==> config.mk <==
export PLATFORM = sky130hd
export DESIGN_NAME = key_debounce_press_classifier
export DESIGN_NICKNAME = d
export VERILOG_FILES = /design/src/kdpc_pkg.sv /design/src/kdpc_lane.sv /design/src/kdpc_merge.sv /design/src/key_debounce_press_classifier.sv
export SDC_FILE = /design/constraint.sdc
export NUM_CORES = 1
export LEC_CHECK = 0
export ABC_AREA = 1
export BUFFER_PORTS_ARGS = -buffer_cell sky130_fd_sc_hd__buf_4
export CORE_MARGIN = 2
export CORE_UTILIZATION = 40
export CTS_BUF_LIST = sky130_fd_sc_hd__clkbuf_8 sky130_fd_sc_hd__clkbuf_16
export DETAILED_ROUTE_END_ITERATION = 6
export PLACE_DENSITY_LB_ADDON = 0.05
export SLEW_MARGIN = 0
export SYNTH_ARGS = -nofsm -noshare
export SYNTH_HDL_FRONTEND = slang
export SYNTH_SLANG_ARGS = --single-unit
==> constraint.sdc <==
create_clock -name i_clk -period 8.3 [get_ports i_clk]
set_clock_uncertainty 0.2 [all_clocks]
set_input_delay 0 -clock i_clk [delete_from_list [all_inputs] [get_ports i_clk]]
set_output_delay 0 -clock i_clk [all_outputs]
set_load 0.01 [all_outputs]
==> src/kdpc_pkg.sv <==
// Shared types and constants for the key debounce / press classifier.
// Request payloads, event codes, register indexes and lane interface structs.
// No dependencies.
package kdpc_pkg;

    localparam int MAX_KEYS  = 4;
    localparam int CFG_W     = 16;
    localparam int CFG_IDX_W = 3;
    localparam int EV_W      = 3;

    // Event codes
    localparam logic [EV_W-1:0] EV_DOWN         = 3'd0;
    localparam logic [EV_W-1:0] EV_UP           = 3'd1;
    localparam logic [EV_W-1:0] EV_SHORT        = 3'd2;
    localparam logic [EV_W-1:0] EV_LONG         = 3'd3;
    localparam logic [EV_W-1:0] EV_HOLD         = 3'd4;
    localparam logic [EV_W-1:0] EV_LONG_RELEASE = 3'd5;

    // Register indexes
    localparam logic [CFG_IDX_W-1:0] REG_KEY_EN   = 3'd0;
    localparam logic [CFG_IDX_W-1:0] REG_ACT_HIGH = 3'd1;
    localparam logic [CFG_IDX_W-1:0] REG_DEBOUNCE = 3'd2;
    localparam logic [CFG_IDX_W-1:0] REG_LP_K0    = 3'd3;
    localparam logic [CFG_IDX_W-1:0] REG_LP_K1    = 3'd4;
    localparam logic [CFG_IDX_W-1:0] REG_LP_K2    = 3'd5;
    localparam logic [CFG_IDX_W-1:0] REG_LP_K3    = 3'd6;

    localparam logic [15:0] DEBOUNCE_RST = 16'd20;
    localparam logic [15:0] LONG_DEFAULT = 16'd1000;

    typedef struct packed {
        logic [3:0]  raw_levels;
        logic [15:0] tick_ms;
    } t_in;

    typedef struct packed {
        logic [1:0]      key_id;
        logic [EV_W-1:0] key_event;
        logic [3:0]      pressed_mask;
        logic            last_of_tick;
    } t_out;

    // Per-lane control for one tick
    typedef struct packed {
        logic        step;
        logic        prime;
        logic        raw;
        logic        en;
        logic        act;
        logic [15:0] period;
        logic [15:0] deb;
        logic [15:0] lp;
    } t_lane_ctl;

    // What one lane found in one tick: up to two events
    typedef struct packed {
        logic [1:0]           ev_v;
        logic [1:0][EV_W-1:0] ev_code;
        logic                 pressed;
    } t_lane_res;

endpackage

==> src/kdpc_lane.sv <==
// One key lane: debounce, stable level, held time and long flag of one key.
// Produces up to two events per tick from the lane control struct.
// Depends on kdpc_pkg.
module kdpc_lane
    import kdpc_pkg::*;
(
    input  logic      i_clk,
    input  logic      i_rst_n,
    input  t_lane_ctl i_ctl,
    output t_lane_res o_res
);

    logic        r_stable, n_stable;
    logic [15:0] r_acc, n_acc;
    logic [15:0] r_held, n_held;
    logic        r_lr, n_lr;

    logic        now, diff, flip, hit;
    logic [16:0] acc_sum, held_sum;
    logic [15:0] acc_sat, held_sat, held_base, lp_eff;
    logic        lr_base;

    always_comb begin
        now       = (i_ctl.raw == i_ctl.act);
        diff      = (now != r_stable);
        acc_sum   = {1'b0, r_acc} + {1'b0, i_ctl.period};
        acc_sat   = acc_sum[16] ? 16'hFFFF : acc_sum[15:0];
        flip      = diff && (acc_sat >= i_ctl.deb);
        n_stable  = flip ? now : r_stable;
        // a fresh press restarts held time and the long flag
        held_base = (flip && now) ? 16'd0 : r_held;
        lr_base   = (flip && now) ? 1'b0 : r_lr;
        held_sum  = {1'b0, held_base} + {1'b0, i_ctl.period};
        held_sat  = held_sum[16] ? 16'hFFFF : held_sum[15:0];
        lp_eff    = (i_ctl.lp == 16'd0) ? LONG_DEFAULT : i_ctl.lp;
        hit       = n_stable && (held_sat >= lp_eff);

        n_acc  = (diff && !flip) ? acc_sat : 16'd0;
        n_held = n_stable ? held_sat : held_base;
        n_lr   = lr_base | hit;

        o_res.ev_v    = 2'b00;
        o_res.ev_code = {EV_DOWN, EV_DOWN};
        o_res.pressed = n_stable;
        if (i_ctl.step && i_ctl.en) begin
            if (flip && now) begin
                o_res.ev_v[0]    = 1'b1;
                o_res.ev_code[0] = EV_DOWN;
                o_res.ev_v[1]    = hit;
                o_res.ev_code[1] = EV_LONG;
            end else if (flip) begin
                o_res.ev_v       = 2'b11;
                o_res.ev_code[0] = EV_UP;
                o_res.ev_code[1] = r_lr ? EV_LONG_RELEASE : EV_SHORT;
            end else if (hit) begin
                o_res.ev_v[0]    = 1'b1;
                o_res.ev_code[0] = lr_base ? EV_HOLD : EV_LONG;
            end
        end
    end

    always_ff @(posedge i_clk) begin
        if (!i_rst_n) begin
            r_stable <= 1'b0;
            r_acc    <= '0;
            r_held   <= '0;
            r_lr     <= 1'b0;
        end else if (i_ctl.prime) begin
            r_stable <= now;
            r_acc    <= '0;
            r_held   <= '0;
            r_lr     <= 1'b0;
        end else if (i_ctl.step && i_ctl.en) begin
            r_stable <= n_stable;
            r_acc    <= n_acc;
            r_held   <= n_held;
            r_lr     <= n_lr;
        end
    end

endmodule

==> src/kdpc_merge.sv <==
// Merge stage: holds the event slots of one tick and drains them in key order,
// one per cycle while i_stall does not hold the output register, into the output register. Depends on kdpc_pkg.
module kdpc_merge
    import kdpc_pkg::*;
#(
    parameter int NUM_KEYS = 4
) (
    input  logic                              i_clk,
    input  logic                              i_rst_n,
    input  logic                              i_load,
    input  logic [NUM_KEYS-1:0][1:0]          i_ev_v,
    input  logic [NUM_KEYS-1:0][1:0][EV_W-1:0] i_ev_code,
    input  logic [3:0]                        i_mask,
    output logic                              o_busy,
    output logic                              o_valid,
    input  logic                              i_stall,
    output t_out                              o_data
);

    localparam int KW = (NUM_KEYS > 1) ? $clog2(NUM_KEYS) : 1;

    logic [NUM_KEYS-1:0][1:0]           r_v, n_v;
    logic [NUM_KEYS-1:0][1:0][EV_W-1:0] r_code;
    logic [3:0]                         r_mask;
    logic                               r_out_v;
    t_out                               r_out;

    logic          any, pop, last_pop;
    logic [KW-1:0] pick_k;
    logic          pick_j;

    // Lowest occupied slot goes first
    always_comb begin
        pick_k = '0;
        pick_j = 1'b0;
        for (int k = NUM_KEYS - 1; k >= 0; k--) begin
            for (int j = 1; j >= 0; j--) begin
                if (r_v[k][j]) begin
                    pick_k = KW'(k);
                    pick_j = j[0];
                end
            end
        end
        any = |r_v;
        pop = any && (!r_out_v || !i_stall);
        n_v = r_v;
        if (pop) begin
            n_v[pick_k][pick_j] = 1'b0;
        end
        last_pop = pop && (n_v == '0);
    end

    assign o_busy  = any && !last_pop;
    assign o_valid = r_out_v;
    assign o_data  = r_out;

    always_ff @(posedge i_clk) begin
        if (!i_rst_n) begin
            r_v     <= '0;
            r_out_v <= 1'b0;
        end else begin
            r_v <= i_load ? i_ev_v : n_v;
            if (!r_out_v || !i_stall) begin
                r_out_v <= any;
            end
        end
    end

    always_ff @(posedge i_clk) begin
        if (i_load) begin
            r_code <= i_ev_code;
            r_mask <= i_mask;
        end
        if (pop) begin
            r_out.key_id       <= 2'(pick_k);
            r_out.key_event    <= r_code[pick_k][pick_j];
            r_out.pressed_mask <= r_mask;
            r_out.last_of_tick <= (n_v == '0);
        end
    end

endmodule

==> src/key_debounce_press_classifier.sv <==
// Top level of the key debounce / press classifier: configuration registers,
// priming, the per-key lanes and the merge stage. Depends on kdpc_pkg,
// kdpc_lane and kdpc_merge.
//
//  channel   dir  handshake                      payload
//  in        in   i_in_valid  / o_in_stall       i_in_data  (t_in)
//  out       out  o_out_valid / i_out_stall      o_out_data (t_out)
//  cfg       in   i_cfg_we (no wait)             i_cfg_idx, i_cfg_data
//
// All lanes evaluate a request in the cycle it is accepted; its events
// (at most two per key) are loaded into the merge slots and then pass one
// per cycle, while the output is not stalled, through the output register.
// A request may enter every cycle while the merge stage is empty or about to
// drain its last event, so the input rate is set by the event count.
// Reset is synchronous; no clearing pass. Output stall holds the output
// register and backs up into o_in_stall while the merge stage holds events.
module key_debounce_press_classifier
    import kdpc_pkg::*;
#(
    parameter int NUM_KEYS = 4
) (
    input  logic                 i_clk,
    input  logic                 i_rst_n,
    input  logic                 i_in_valid,
    output logic                 o_in_stall,
    input  t_in                  i_in_data,
    output logic                 o_out_valid,
    input  logic                 i_out_stall,
    output t_out                 o_out_data,
    input  logic                 i_cfg_we,
    input  logic [CFG_IDX_W-1:0] i_cfg_idx,
    input  logic [CFG_W-1:0]     i_cfg_data
);

    logic [3:0]                     r_key_en, r_act_hi;
    logic [15:0]                    r_deb;
    logic [MAX_KEYS-1:0][15:0]      r_lp;
    logic                           r_primed;

    logic                               accept, busy, prime, step;
    logic [NUM_KEYS-1:0][1:0]           ev_v;
    logic [NUM_KEYS-1:0][1:0][EV_W-1:0] ev_code;
    logic [3:0]                         mask;
    t_lane_ctl                          ctl [NUM_KEYS];
    t_lane_res                          res [NUM_KEYS];

    assign o_in_stall = busy;
    assign accept     = i_in_valid && !busy;
    assign prime      = accept && (i_in_data.tick_ms != 16'd0) && !r_primed;
    assign step       = accept && (i_in_data.tick_ms != 16'd0) && r_primed;

    always_ff @(posedge i_clk) begin
        if (!i_rst_n) begin
            r_key_en <= '0;
            r_act_hi <= '0;
            r_deb    <= DEBOUNCE_RST;
            r_lp     <= {MAX_KEYS{LONG_DEFAULT}};
            r_primed <= 1'b0;
        end else begin
            if (prime) begin
                r_primed <= 1'b1;
            end
            if (i_cfg_we) begin
                unique case (i_cfg_idx)
                    REG_KEY_EN:   r_key_en <= i_cfg_data[3:0];
                    REG_ACT_HIGH: r_act_hi <= i_cfg_data[3:0];
                    REG_DEBOUNCE: r_deb    <= i_cfg_data;
                    REG_LP_K0:    r_lp[0]  <= i_cfg_data;
                    REG_LP_K1:    r_lp[1]  <= i_cfg_data;
                    REG_LP_K2:    r_lp[2]  <= i_cfg_data;
                    REG_LP_K3:    r_lp[3]  <= i_cfg_data;
                    default: ;
                endcase
            end
        end
    end

    always_comb begin
        mask = '0;
        for (int k = 0; k < NUM_KEYS; k++) begin
            mask[k] = r_key_en[k] && res[k].pressed;
        end
    end

    for (genvar k = 0; k < NUM_KEYS; k++) begin : g_lane
        assign ctl[k] = '{
            step:   step,
            prime:  prime,
            raw:    i_in_data.raw_levels[k],
            en:     r_key_en[k],
            act:    r_act_hi[k],
            period: i_in_data.tick_ms,
            deb:    r_deb,
            lp:     r_lp[k]
        };
        assign ev_v[k]    = res[k].ev_v;
        assign ev_code[k] = res[k].ev_code;

        kdpc_lane u_lane (
            .i_clk   (i_clk),
            .i_rst_n (i_rst_n),
            .i_ctl   (ctl[k]),
            .o_res   (res[k])
        );
    end

    kdpc_merge #(
        .NUM_KEYS (NUM_KEYS)
    ) u_merge (
        .i_clk     (i_clk),
        .i_rst_n   (i_rst_n),
        .i_load    (step),
        .i_ev_v    (ev_v),
        .i_ev_code (ev_code),
        .i_mask    (mask),
        .o_busy    (busy),
        .o_valid   (o_out_valid),
        .i_stall   (i_out_stall),
        .o_data    (o_out_data)
    );

    // No event before the first priming request
    a_no_event_unprimed: assert property (@(posedge i_clk) disable iff (!i_rst_n)
        !r_primed |-> !o_out_valid)
        else $error("event before priming");

    // A key reported down is pressed in the mask of its tick
    a_down_in_mask: assert property (@(posedge i_clk) disable iff (!i_rst_n)
        (o_out_valid && o_out_data.key_event == EV_DOWN)
            |-> o_out_data.pressed_mask[o_out_data.key_id])
        else $error("down event with key not pressed");

    // A key reported up is released in the mask of its tick
    a_up_not_in_mask: assert property (@(posedge i_clk) disable iff (!i_rst_n)
        (o_out_valid && o_out_data.key_event == EV_UP)
            |-> !o_out_data.pressed_mask[o_out_data.key_id])
        else $error("up event with key still pressed");

    // Events of one tick follow each other without a gap
    a_tick_contiguous: assert property (@(posedge i_clk) disable iff (!i_rst_n)
        (o_out_valid && !i_out_stall && !o_out_data.last_of_tick) |=> o_out_valid)
        else $error("gap inside a tick's events");

endmodule
## Yosys cells after proc, flatten, opt, wreduce, memory -nomap -nowiden

Cells that the tools add are included.

| storage, ports and cells | value |
|---|---|
| logic and storage cells | 284 |
| flip-flop bits (word level) | 272 |
| output and inout port bits | 12 |

| cells by class | value |
|---|---|
| muxes and demuxes | 106 |
| bitwise gates (word level) | 19 |
| reductions and logical operators | 75 |
| eq/ne operators | 14 |
| order comparisons | 12 |
| $add $sub $neg | 8 |

Operators by type and width:

| kind | number |
|---|---|
| $mux 16 | 24 |
| $add 16x16->17 | 8 |
| $ge 16x16->1 | 8 |
| $mux 8 | 10 |
| $mux 3 | 22 |
| $logic_not 16->1 | 4 |
| $mux 1 | 37 |
| $logic_and 1x1->1 | 33 |
| $mux 2 | 9 |
| $reduce_bool 16->1 | 1 |
| $reduce_or 4->1 | 4 |
| $reduce_and 2->1 | 7 |
| $not 1->1 | 13 |
| $bmux 6 s2 | 1 |
| $reduce_or 3->1 | 4 |
| $reduce_or 2->1 | 5 |
| $eq 3x3->1 const B | 3 |
| $logic_not 1->1 | 9 |
| $and 8x8->8 | 1 |
| $logic_not 8->1 | 1 |
| $not 8->8 | 1 |
| $reduce_bool 2->1 | 4 |
| $reduce_or 8->1 | 1 |
| $eq 3x2->1 const B | 2 |
| 13 further kinds | 22 |

## Depth between registers and ports, before layout

Gate-level depths: netlist of the first run.

| logic depth | value |
|---|---|
| depth after elaboration | 28 |
| depth in mapped cells | 49 |
| depth with buffers taken out | 48 |

## Cells and area by module

From an unflattened synthesis of the first run, not the netlist that was laid out.

| second synthesis, totals | value |
|---|---|
| cells, all modules | 3663 |
| area total of the unflattened synthesis | 23140.9 um2 |

Modules (own cells, without submodules):

| module | times used | seq. area each (um2) | cells each | area an instance (um2) |
|---|---|---|---|---|
| kdpc_lane at g_lane[1].u_lane ... | 2 | 680.7 | 764 | 4460.5 |
| kdpc_lane at g_lane[3].u_lane | 1 | 680.7 | 769 | 4569.4 |
| kdpc_lane at g_lane[0].u_lane | 1 | 680.7 | 762 | 4445.5 |
| key_debounce_press_classifier | 1 | 1781.7 | 428 | 3239.4 |
| kdpc_merge | 1 | 1321.3 | 176 | 1965.6 |

## Least setup slack after synthesis of the first run

Ideal clock, no wire load.

| timing | value |
|---|---|
| path kind | flip-flop to flip-flop |
| start | reg g_lane[0].u_lane.r_acc[0] |
| end | reg u_merge.r_code[0] in the netlist's numbering (data pin) |
| buffers on the path | 3 |
| arrival | 6314 ps |
| data required time | 7943 ps |
| cell stages (with the launch flop) | 43 |
| slack | 1629 ps |
| cells stage by stage | dfxtp_1 -> ha_1 -> fa_1 -> nand2_1 -> inv_1 -> o21ai_0 -> nand2_1 -> nand2_1 -> nand2_1 -> nand3_1 -> nand2_1 -> inv_1 -> clkbuf_1 -> nand3_1 -> ha_1 -> nand2_1 -> nor3_1 -> nand3_1 -> [... 7 more ...] -> nand2_1 -> nand3_1 -> nand2_1 -> inv_1 -> a21oi_1 -> inv_1 -> a21oi_1 -> clkbuf_1 -> nand3_1 -> ha_1 -> nand2_1 -> inv_1 -> nand3_1 -> nor3_1 -> nand2_1 -> a31oi_1 -> a21oi_1 -> nor3_1 |

| between the ends | value |
|---|---|
| cells in the longest elaborated chain, start to end | 12 |
| elaborated cells on any way between the ends | 16 |

Ends and longest elaborated chain:

| element | line | RTL |
|---|---|---|
| from (decl) | kdpc_lane.sv:14 | `logic [15:0] r_acc, n_acc;` |
| from (signal assigned) | kdpc_lane.sv:75 | `r_acc <= n_acc;` |
| $add 16x16->17 * | kdpc_lane.sv:26 | `acc_sum = {1'b0, r_acc} + {1'b0, i_ctl.period};` |
| $mux 16 * | kdpc_lane.sv:27 | `acc_sat = acc_sum[16] ? 16'hFFFF : acc_sum[15:0];` |
| $ge 16x16->1 * | kdpc_lane.sv:28 | `flip = diff && (acc_sat >= i_ctl.deb);` |
| $logic_and 1x1->1 * | kdpc_lane.sv:28 |  |
| $logic_and 1x1->1 | kdpc_lane.sv:31, kdpc_lane.sv:32, kdpc_lane.sv:46 |  |
| $mux 16 | kdpc_lane.sv:31 | `held_base = (flip && now) ? 16'd0 : r_held;` |
| $add 16x16->17 | kdpc_lane.sv:33 | `held_sum = {1'b0, held_base} + {1'b0, i_ctl.period};` |
| $mux 16 | kdpc_lane.sv:34 | `held_sat = held_sum[16] ? 16'hFFFF : held_sum[15:0];` |
| $ge 16x16->1 | kdpc_lane.sv:36 | `hit = n_stable && (held_sat >= lp_eff);` |
| $logic_and 1x1->1 | kdpc_lane.sv:36 |  |
| $mux 3 | kdpc_lane.sv:55 | `end else if (hit) begin` |
| $mux 3 | kdpc_lane.sv:51 | `end else if (flip) begin` |
| to (signal assigned) | kdpc_merge.sv:71 | `r_code <= i_ev_code;` |
| to (decl) | kdpc_merge.sv:23 | `logic [NUM_KEYS-1:0][1:0][EV_W-1:0] r_code;` |

Mark *: on every way between the ends. The rest lies on a longest branch, timed or not.
A chain may end at the register's enable or synchronous reset.

## Worst setup path after layout of the first run

| timing | value |
|---|---|
| start | reg g_lane[1].u_lane.r_acc[0] |
| end | reg u_merge.r_v[2] in the netlist's numbering |

| between the ends | value |
|---|---|
| cells in the longest elaborated chain, start to end | 15 |
| elaborated cells on any way between the ends | 16 |

Ends and longest elaborated chain:

| element | line | RTL |
|---|---|---|
| from (decl) | kdpc_lane.sv:14 |  |
| from (signal assigned) | kdpc_lane.sv:75 |  |
| $add 16x16->17 * | kdpc_lane.sv:26 |  |
| $mux 16 * | kdpc_lane.sv:27 |  |
| $ge 16x16->1 * | kdpc_lane.sv:28 |  |
| $logic_and 1x1->1 * | kdpc_lane.sv:28 |  |
| $logic_and 1x1->1 | kdpc_lane.sv:31, kdpc_lane.sv:46 |  |
| $mux 16 | kdpc_lane.sv:31 |  |
| $add 16x16->17 | kdpc_lane.sv:33 |  |
| $mux 16 | kdpc_lane.sv:34 |  |
| $ge 16x16->1 | kdpc_lane.sv:36 |  |
| $logic_and 1x1->1 | kdpc_lane.sv:36 |  |
| $mux 1 | kdpc_lane.sv:55 |  |
| $mux 1 | kdpc_lane.sv:51 |  |
| $mux 8 * | kdpc_lane.sv:46 | `if (flip && now) begin` |
| $mux 8 * | kdpc_lane.sv:45 | `if (i_ctl.step && i_ctl.en) begin` |
| $mux 8 * | kdpc_merge.sv:62 | `r_v <= i_load ? i_ev_v : n_v;` |
| to (signal assigned) | kdpc_merge.sv:62 |  |
| to (decl) | kdpc_merge.sv:22 | `logic [NUM_KEYS-1:0][1:0] r_v, n_v;` |

Marked as above.

==> results.cfg, run 1 <==
[synth]
syn_avg_cell_area_um2 = 6.66
synth_edf_count = 38
synth_area_leaders = dfxtp_1, ha_1, nand2_1
syn_nets = 3488
yosys.cell_types.count = 43
ys_seq_area_frac = 0.275
synthCells = 3180
ys_ff_latch = 272
synth_most_common_cell = nand2_1
yosys.area.top_type = dfxtp_1
yosys_warnings = 0
synth-async-reset-ratio = 0
synth_area_um2 = 21200
synthTopCellsByCount = nand2_1, a21oi_1, inv_1, ha_1, nand3_1
synth_top_area_frac = 0.221
synth_ff_type = dfxtp_1

[sta]
max_freq_mhz = 132
worstMarginPinSlew_ns = 1.06
period_share = 0.914
setup_viol = 0
min_period_ns = 7.59
relSlewSlack = 0.291
slew_viol_final = 0
hold_viol = 0

[final_layout]
fin_util = 0.457
seqCellArea_um2 = 5830
layout-drive-gt1-share = 0.0625
diodes = 0
nFillCells = 5513
final_nets = 3560
synthToLayoutAreaGrowth_pct = 13.1
multi_input_area_um2 = 13700

[global_route]
grt_max_degree = 89
grt.total_usage = 0.283
overflow = 0
antenna_found_initial = 7
grt_pass1_wl_mm = 117
grt_pass1_vias = 20178

[floorplan]
die_h_um = 234
io-pin-count = 56
die_x_um = 234
initial_core_util = 0.404
die_area_um2 = 54800
rows = 84
core_region_area_um2 = 52400

[run_status]
status = complete, no violations

[clock_tree]
tritoncts = done
h-tree-depth = 2
clock-sinks = 272
path_clk_slew_ns = 0.06
clock_path_buffers = 3
clkLatencyLatePin_ns = 0.56
root_buffer = clkbuf_16
cts_buffers = 36

[drt]
wl_mm = 77.9
dr.pass1.iters = 5
viasPerCell = 5.41
drcViolationCount = 0
ant_nets = 0
num_vias = 21456
wl_per_cell_um = 19.6
drt_iter0_markers = 1566

[worst_setup_path]
critical_path_required_ns = 8.51
reg2reg_to = u_merge.r_v[2]$_SDFF_PN0_
rrSetupSlack_ns = 0.71
r2r_cells = 40
path_max_fanout = 12
crit_type = register to register
r2r_start = g_lane[1].u_lane.r_acc[0]$_SDFFE_PP0P_
cp.arrival_ns = 7.80
endpoint_kind = register
critPathLaunchType = register
crit_start = g_lane[1].u_lane.r_acc[0]$_SDFFE_PP0P_
cp_slowest_cell = fa_1
critPathMaxStageDelay_ns = 0.42
cpMostUsedCell = nand2_1

[placed_design]
port_buffers = 55
place_congestion = 0.900
dp_hpwl_mm = 56.0

[hold_path]
hold_end = g_lane[3].u_lane.r_acc[0]$_SDFFE_PP0P_
hold_start = i_in_data[0]
hp-class = primary input to register
hold-path-cell-count = 5

[power_and_ir_drop]
powerDensity_nw_per_um2 = 151
fin_total_pwr_mw = 3.61
leakage_nw = 11.0
peakVddDrop_uv = 139

[job]
cap_violations = 0
==> layer usage <==
metal	up-vias	part of all wire	global-route usage	wire length, um
li1	10798	-	-	-
met1	9972	0.47	0.386	36400
met2	543	0.44	0.450	33900
met3	141	0.055	0.0405	4300
met4	2	0.042	0.112	3290
met5	-	0.00014	0	11
==> final cells by class <==
type | instances | share of cell area
repair inverters | 1 | 0.000313
multi-input cells | 2474 | 0.571
clock inverters | 27 | 0.0103
repair buffers | 127 | 0.0455
well taps | 688 | 0.0359
flip-flops and latches | 272 | 0.243
clock buffers | 39 | 0.0398
inverters | 340 | 0.0542
==> worst max-delay path, delay by kind of cell (launching register included) <==
family          cells  cell delay [ns]
simple gates       16             2.24
compound gates     13             2.12
fa+ha+maj           5             1.58
buf+inv             6             0.97
flops               1             0.31
==> kinds of logic after synthesis <==
family / Yosys count / share of synthesized area
and+or+nand+nor: 1467 / 0.290
adders and majority gates: 264 / 0.159
AOI/OAI and AO/OA: 675 / 0.167
DFF: 272 / 0.275
xor gates and xnor gates: 68 / 0.0281
buffers and inverters: 434 / 0.0810
==> timing repair <==
action                     CTS  global route
hold endpoints to repair   118             0
gates resized for setup      0            13
setup endpoints to repair    0            19
hold buffers                44             0
setup buffers                0             8
==> sequential cells by signal (all words and copies together), names as in the netlist, 8 cells and up <==
register,count
u_merge.r_v,8
u_merge.r_code,24
u_merge.o_data,10
g_lane.u_lane.r_held,64
g_lane.u_lane.r_acc,64
ctl,64
r_deb,16
==> worst max-delay path by stage <==
stage                                           end  slack (ns)  cells past startpoint
CTS                 u_merge.r_code[0]$_SDFFCE_PP0P_        0.17                     42
global placement    u_merge.r_code[0]$_SDFFCE_PP0P_        0.11                     42
detailed placement  u_merge.r_code[0]$_SDFFCE_PP0P_        0.20                     42
floorplan           u_merge.r_code[0]$_SDFFCE_PP0P_        1.63                     42
finish                    u_merge.r_v[2]$_SDFF_PN0_        0.71                     40
global route              u_merge.r_v[3]$_SDFF_PN0_       -0.02                     44
==> layout by cell type, fill, tap and decap left out, types with 11 or more instances in the layout <==
master         count
dlygate4sd3_1     44
nand3b_1          14
edfxtp_1          38
clkinv_2          12
nor3_1            20
nor4_1            17
o21ai_0          188
a21oi_1          422
nand4_1           31
clkbuf_16         37
inv_1            331
or2_2             24
dfxtp_1          234
nand2_1          848
xnor2_1           27
buf_4             81
nand3_1          247
o211ai_1          11
ha_1             256
xor2_1            41
nor2_1           247
a21o_1            11
==> through the flow <==
| step | TNS (ns) | instances | area (um2) | setup WS (ns) | hold slack [ns] |
|---|---|---|---|---|---|
| after floorplan | 0 | 3180 | 21200 | 1.63 | -0.0739 |
| after global placement | 0 | 3849 | 22200 | 0.106 | 0.155 |
| after detailed placement | 0 | 3849 | 22200 | 0.199 | 0.158 |
| after CTS | 0 | 3959 | 23800 | 0.172 | 0.00782 |
| after global routing | -0.0788 | 3968 | 23900 | -0.0229 | 0.0730 |
| final | 0 | 3968 | 23900 | 0.711 | 0.0358 |
==> power breakdown <==
part           total, mW  internal [mW]  switching (mW)
Clock               1.61          0.958           0.652
Combinational      0.628          0.187           0.441
Sequential          1.37           1.36          0.0149
Total               3.61           2.50            1.11
Power figures use the tool's default switching activity.
==> inputs of run 2 (changes only) <==
--- a/config.mk
+++ b/config.mk
@@ -13,3 +13,5 @@
 export DETAILED_ROUTE_END_ITERATION = 6
+export GPL_ROUTABILITY_DRIVEN = 0
 export PLACE_DENSITY_LB_ADDON = 0.05
+export SKIP_CTS_REPAIR_TIMING = 1
 export SLEW_MARGIN = 0
==> constraint.sdc (replaced) <==
create_clock -name i_clk -period 8.3 [get_ports i_clk]
set_clock_uncertainty 0.2 [all_clocks]
set_input_delay 1.245 -clock i_clk [delete_from_list [all_inputs] [get_ports i_clk]]
set_output_delay 1.245 -clock i_clk [all_outputs]
set_load 0.01 [all_outputs]
==> run 2 against run 1 <==
First-iteration DRC count rose by 13%. Clock power increased by 9%. Core utilization up 1.2 points. Sequential share of layout area fell by 0.62 points.
==> results.cfg, run 2 (same netlist as run 1, synthesis figures left out) <==
[final_layout]
fin_cells = 4050
final_nets = 3641
seqCellArea_um2 = 5830
fin_area_um2 = 24600
layout-drive-gt1-share = 0.0991
multi_input_area_um2 = 13700
synthToLayoutAreaGrowth_pct = 16.0
final_common_cell = nand2_1
layout_common_cells = nand2_1, a21oi_1, inv_1
nFillCells = 5382

[clock_tree]
clkLatencyLatePin_ns = 0.57
root_buffer = clkbuf_16
path_clk_slew_ns = 0.06
clock-sinks = 272
clock_path_buffers = 3
tritoncts = done
h-tree-depth = 2
cts_buffers = 36

[sta]
worstMarginPinSlew_ns = 1.23
min_period_ns = 7.77
hold_viol = 0
rsz0062_at_grt = false
max_freq_mhz = 129
slew_viol_final = 0
setup_viol = 0
timing.hold.ws_ns = 0.231
period_share = 0.936
relSlewSlack = 0.180

[global_route]
grt_pass1_vias = 21053
grt.total_usage = 0.290
grt_max_degree = 91
overflow = 0
grt_pass1_wl_mm = 121
antenna_found_initial = 2

[drt]
ant_nets = 0
wl_per_cell_um = 19.5
num_vias = 21898
viasPerCell = 5.41
wl_mm = 79.0
dr.pass1.iters = 5
drt_iter0_markers = 1762
drcViolationCount = 0

[floorplan]
initial_core_util = 0.404
die_area_um2 = 54800
rows = 84
die_x_um = 234
core_region_area_um2 = 52400
die_h_um = 234
io-pin-count = 56

[worst_setup_path]
endpoint_kind = register
cpMostUsedCell = nand2_1
critPathLaunchType = primary input
critical-path-top-delay-family = simple AND/OR/NAND/NOR gates
critical_path_required_ns = 8.37
crit_type = primary input to register
crit_buf_inv = 9
cp_slowest_cell = fa_1
path_max_fanout = 10
cp.arrival_ns = 7.84
critPathMaxStageDelay_ns = 0.38
crit_start = i_in_data[0]
r2r_start = g_lane[0].u_lane.r_acc[0]$_SDFFE_PP0P_

[run_status]
status = complete, no violations

[placed_design]
dp_hpwl_mm = 59.9
port_buffers = 55
place_inst = 3983
place_area_um2 = 23200

[power_and_ir_drop]
leakage_nw = 11.5
powerDensity_nw_per_um2 = 154
peakVddDrop_uv = 125
fin_total_pwr_mw = 3.79

[hold_path]
hp-class = register to register
hold_start = u_merge.r_mask[2]$_DFFE_PP_

[job]
cap_violations = 0
==> run 2: stage by stage <==
stage / utilization / setup TNS [ns] / setup WS, ns
detailed placement: 0.442 / -1.97 / -0.449
floorplan: - / 0 / 0.667
CTS: 0.467 / 0 / 0.138
global placement: 0.442 / -1.96 / -0.448
global route: 0.469 / 0 / 0.0187
finish: 0.469 / 0 / 0.533
==> run 2: worst paths after layout <==
check / end / slack [ns] / depth (start not counted)
hold / removal: u_merge.o_data[3]$_DFFE_PP_ / 0.23 / 0
setup / recovery: u_merge.r_code[0]$_SDFFCE_PP0P_ / 0.53 / 40
setup reg to reg: u_merge.r_code[0]$_SDFFCE_PP0P_ / 1.08 / 39
hold reg to reg: u_merge.o_data[3]$_DFFE_PP_ / 0.23 / 0
==> run 2: layout make-up <==
cell class / instances / share of cell area
clock inverter: 23 / 0.0123
antenna: 1 / 0.000102
inverter: 340 / 0.0521
tap: 688 / 0.0350
sequential: 272 / 0.237
timing repair buffer: 209 / 0.0644
clock buffer: 43 / 0.0415
multi-input combinational: 2474 / 0.558
==> run 2: power by group <==
group          total (mW)  internal [mW]  switching, mW
logic               0.662          0.205          0.456
clock network        1.75           1.09          0.659
registers            1.37           1.36         0.0153
total                3.79           2.66           1.13
==> run 2: layer usage <==
metal / GRT usage / wire (um)
met1: 0.383 / 35900
met2: 0.478 / 35700
met3: 0.0432 / 4500
met4: 0.107 / 2940
met5: 0 / 0
==> inputs of run 3 (changes only) <==
Settings changed: CORE_UTILIZATION 40 to 30.
==> run 3 against run 2 <==
Critical path depth is 7 higher. Sequential cell count stayed put. Register-to-register slack better by 0.19 ns. First-iteration DRC count is 22% lower. Critical path type unchanged. Largest cell class unchanged. Highest routed layer unchanged.
==> results.cfg, run 3 (same netlist as run 1, synthesis figures left out) <==
[run_status]
status = complete, no violations

[drt]
num_vias = 22316
viasPerCell = 4.98
ant_nets = 0
wl_per_cell_um = 19.3
dr.pass1.iters = 6
drt_iter0_markers = 1370
drcViolationCount = 0
wl_mm = 86.3

[final_layout]
final_nets = 3816
layout-drive-gt1-share = 0.148
layout_common_cells = nand2_1, a21oi_1, buf_4
nFillCells = 7599
final_common_cell = nand2_1
synthToLayoutAreaGrowth_pct = 24.1

[sta]
slew_viol_final = 0
setup_viol = 0
worstMarginPinSlew_ns = 1.09
period_share = 0.937
min_period_ns = 7.77
relSlewSlack = 0.275
max_freq_mhz = 129
setup_ws_ns = 0.526
hold_viol = 0
rsz0062_at_grt = false

[power_and_ir_drop]
p_sw_frac = 0.315
p_int_mw = 2.59
power_frac_seq = 0.364
switchingPower_mw = 1.19
p_comb_frac = 0.191
clkPwrFrac = 0.445
powerDensity_nw_per_um2 = 144
peakVddDrop_uv = 138
fin_total_pwr_mw = 3.78
leakage_nw = 12.4

[worst_setup_path]
r2r_cells = 42
crit_type = primary input to register
reg2reg_to = u_merge.r_v[4]$_SDFF_PN0_
r2r_start = g_lane[2].u_lane.r_acc[0]$_SDFFE_PP0P_
path_max_fanout = 7
endpoint_kind = register
cpMostUsedCell = nand2_1
cp_slowest_cell = fa_1
critPathMaxStageDelay_ns = 0.42
rrSetupSlack_ns = 1.27
cp.arrival_ns = 7.90
critPathLaunchType = primary input
critical_path_required_ns = 8.43

[clock_tree]
clkLatencyLatePin_ns = 0.58
root_buffer = clkbuf_16
path_clk_slew_ns = 0.06
tritoncts = done
clock_path_buffers = 3
clock-sinks = 272
cts_buffers = 40
h-tree-depth = 2

[hold_path]
hold-path-cell-count = 0
hold_start = u_merge.r_mask[2]$_DFFE_PP_
hold_end = u_merge.o_data[3]$_DFFE_PP_
hp-class = register to register

[global_route]
grt_pass1_vias = 21522
grt_pass1_wl_mm = 130
overflow = 0
grt_max_degree = 77
grt.total_usage = 0.233
antenna_found_initial = 3

[placed_design]
dp_hpwl_mm = 66.5
port_buffers = 55
post-place-ws_ns = -0.598

[floorplan]
core_region_area_um2 = 69900
die_h_um = 270
die_x_um = 270
die_area_um2 = 72700
io-pin-count = 56
initial_core_util = 0.303
rows = 97

[job]
cap_violations = 0
==> run 3: cell types whose count changed in the layout (fill, tap and decap cells not counted), sizes merged <==
cell / previous run / this run
clkinv: 16 / 12
buf: 209 / 380
clkbuf: 43 / 48
inv: 338 / 347
clkinvlp: 2 / 3
bufinv: 7 / 1
==> run 3: critical path, delay by kind of cell <==
kind                     cells  cell delay, ns
AND/OR/NAND/NOR             23            2.46
adder cells (fa/ha/maj)      5            1.53
buffers and inverters       12            1.64
AO/OA/AOI/OAI                7            1.00
==> run 3: area by class of cell <==
cell class / count / area (um2) / area share
Timing Repair Buffer: 380 / 2920 / 0.111
Sequential cell: 272 / 5830 / 0.222
Multi-Input combinational cell: 2474 / 13800 / 0.525
Clock inverter: 23 / 171 / 0.00652
Inverter: 340 / 1280 / 0.0489
Antenna cell: 1 / 2.50 / 0.0000952
Clock buffer: 48 / 1110 / 0.0423
Tap cell: 940 / 1180 / 0.0448
==> run 3: per-stage QoR <==
step / hold slack, ns / utilization / TNS [ns] / cells / area [um2]
floorplan: 0.200 / - / 0 / 3180 / 21200
global placement: 0.203 / 0.355 / -5.61 / 4400 / 24800
detailed placement: 0.207 / 0.355 / -5.53 / 4400 / 24800
CTS: 0.214 / 0.373 / -0.00224 / 4471 / 26100
global route: 0.217 / 0.376 / 0 / 4477 / 26300
finish: 0.203 / 0.376 / 0 / 4478 / 26300
==> run 3: worst max path at each step <==
stage,startpoint,endpoint,slack [ns]
3_3_place_gp,i_in_data[0],u_merge.r_code[18]$_SDFFCE_PP0P_,-0.56
4_1_cts,i_in_data[0],u_merge.r_v[0]$_SDFF_PN0_,-0.002
2_1_floorplan,i_in_data[0],u_merge.r_code[0]$_SDFFCE_PP0P_,0.67
5_1_grt,i_in_data[0],u_merge.r_v[0]$_SDFF_PN0_,0.006
6_report,i_in_data[0],u_merge.r_code[18]$_SDFFCE_PP0P_,0.53
3_5_place_dp,i_in_data[0],u_merge.r_v[0]$_SDFF_PN0_,-0.60
==> run 3: routing by layer <==
layer / GRT usage / up-vias / share of wire
met2: 0.392 / 449 / 0.46
li1: - / 11319 / -
met3: 0.0240 / 119 / 0.038
met4: 0.0696 / 0 / 0.030
met1: 0.313 / 10429 / 0.47
met5: 0 / - / 0
==> run 3: power groups by stage <==
stage	clock network (mW)	logic (mW)	registers [mW]
final	1.68	0.723	1.38
after floorplan	0	0.380	1.40
after detailed placement	0	0.712	1.40
after global placement	0	0.710	1.40
after CTS	1.73	0.715	1.37
after global routing	1.78	0.803	1.38
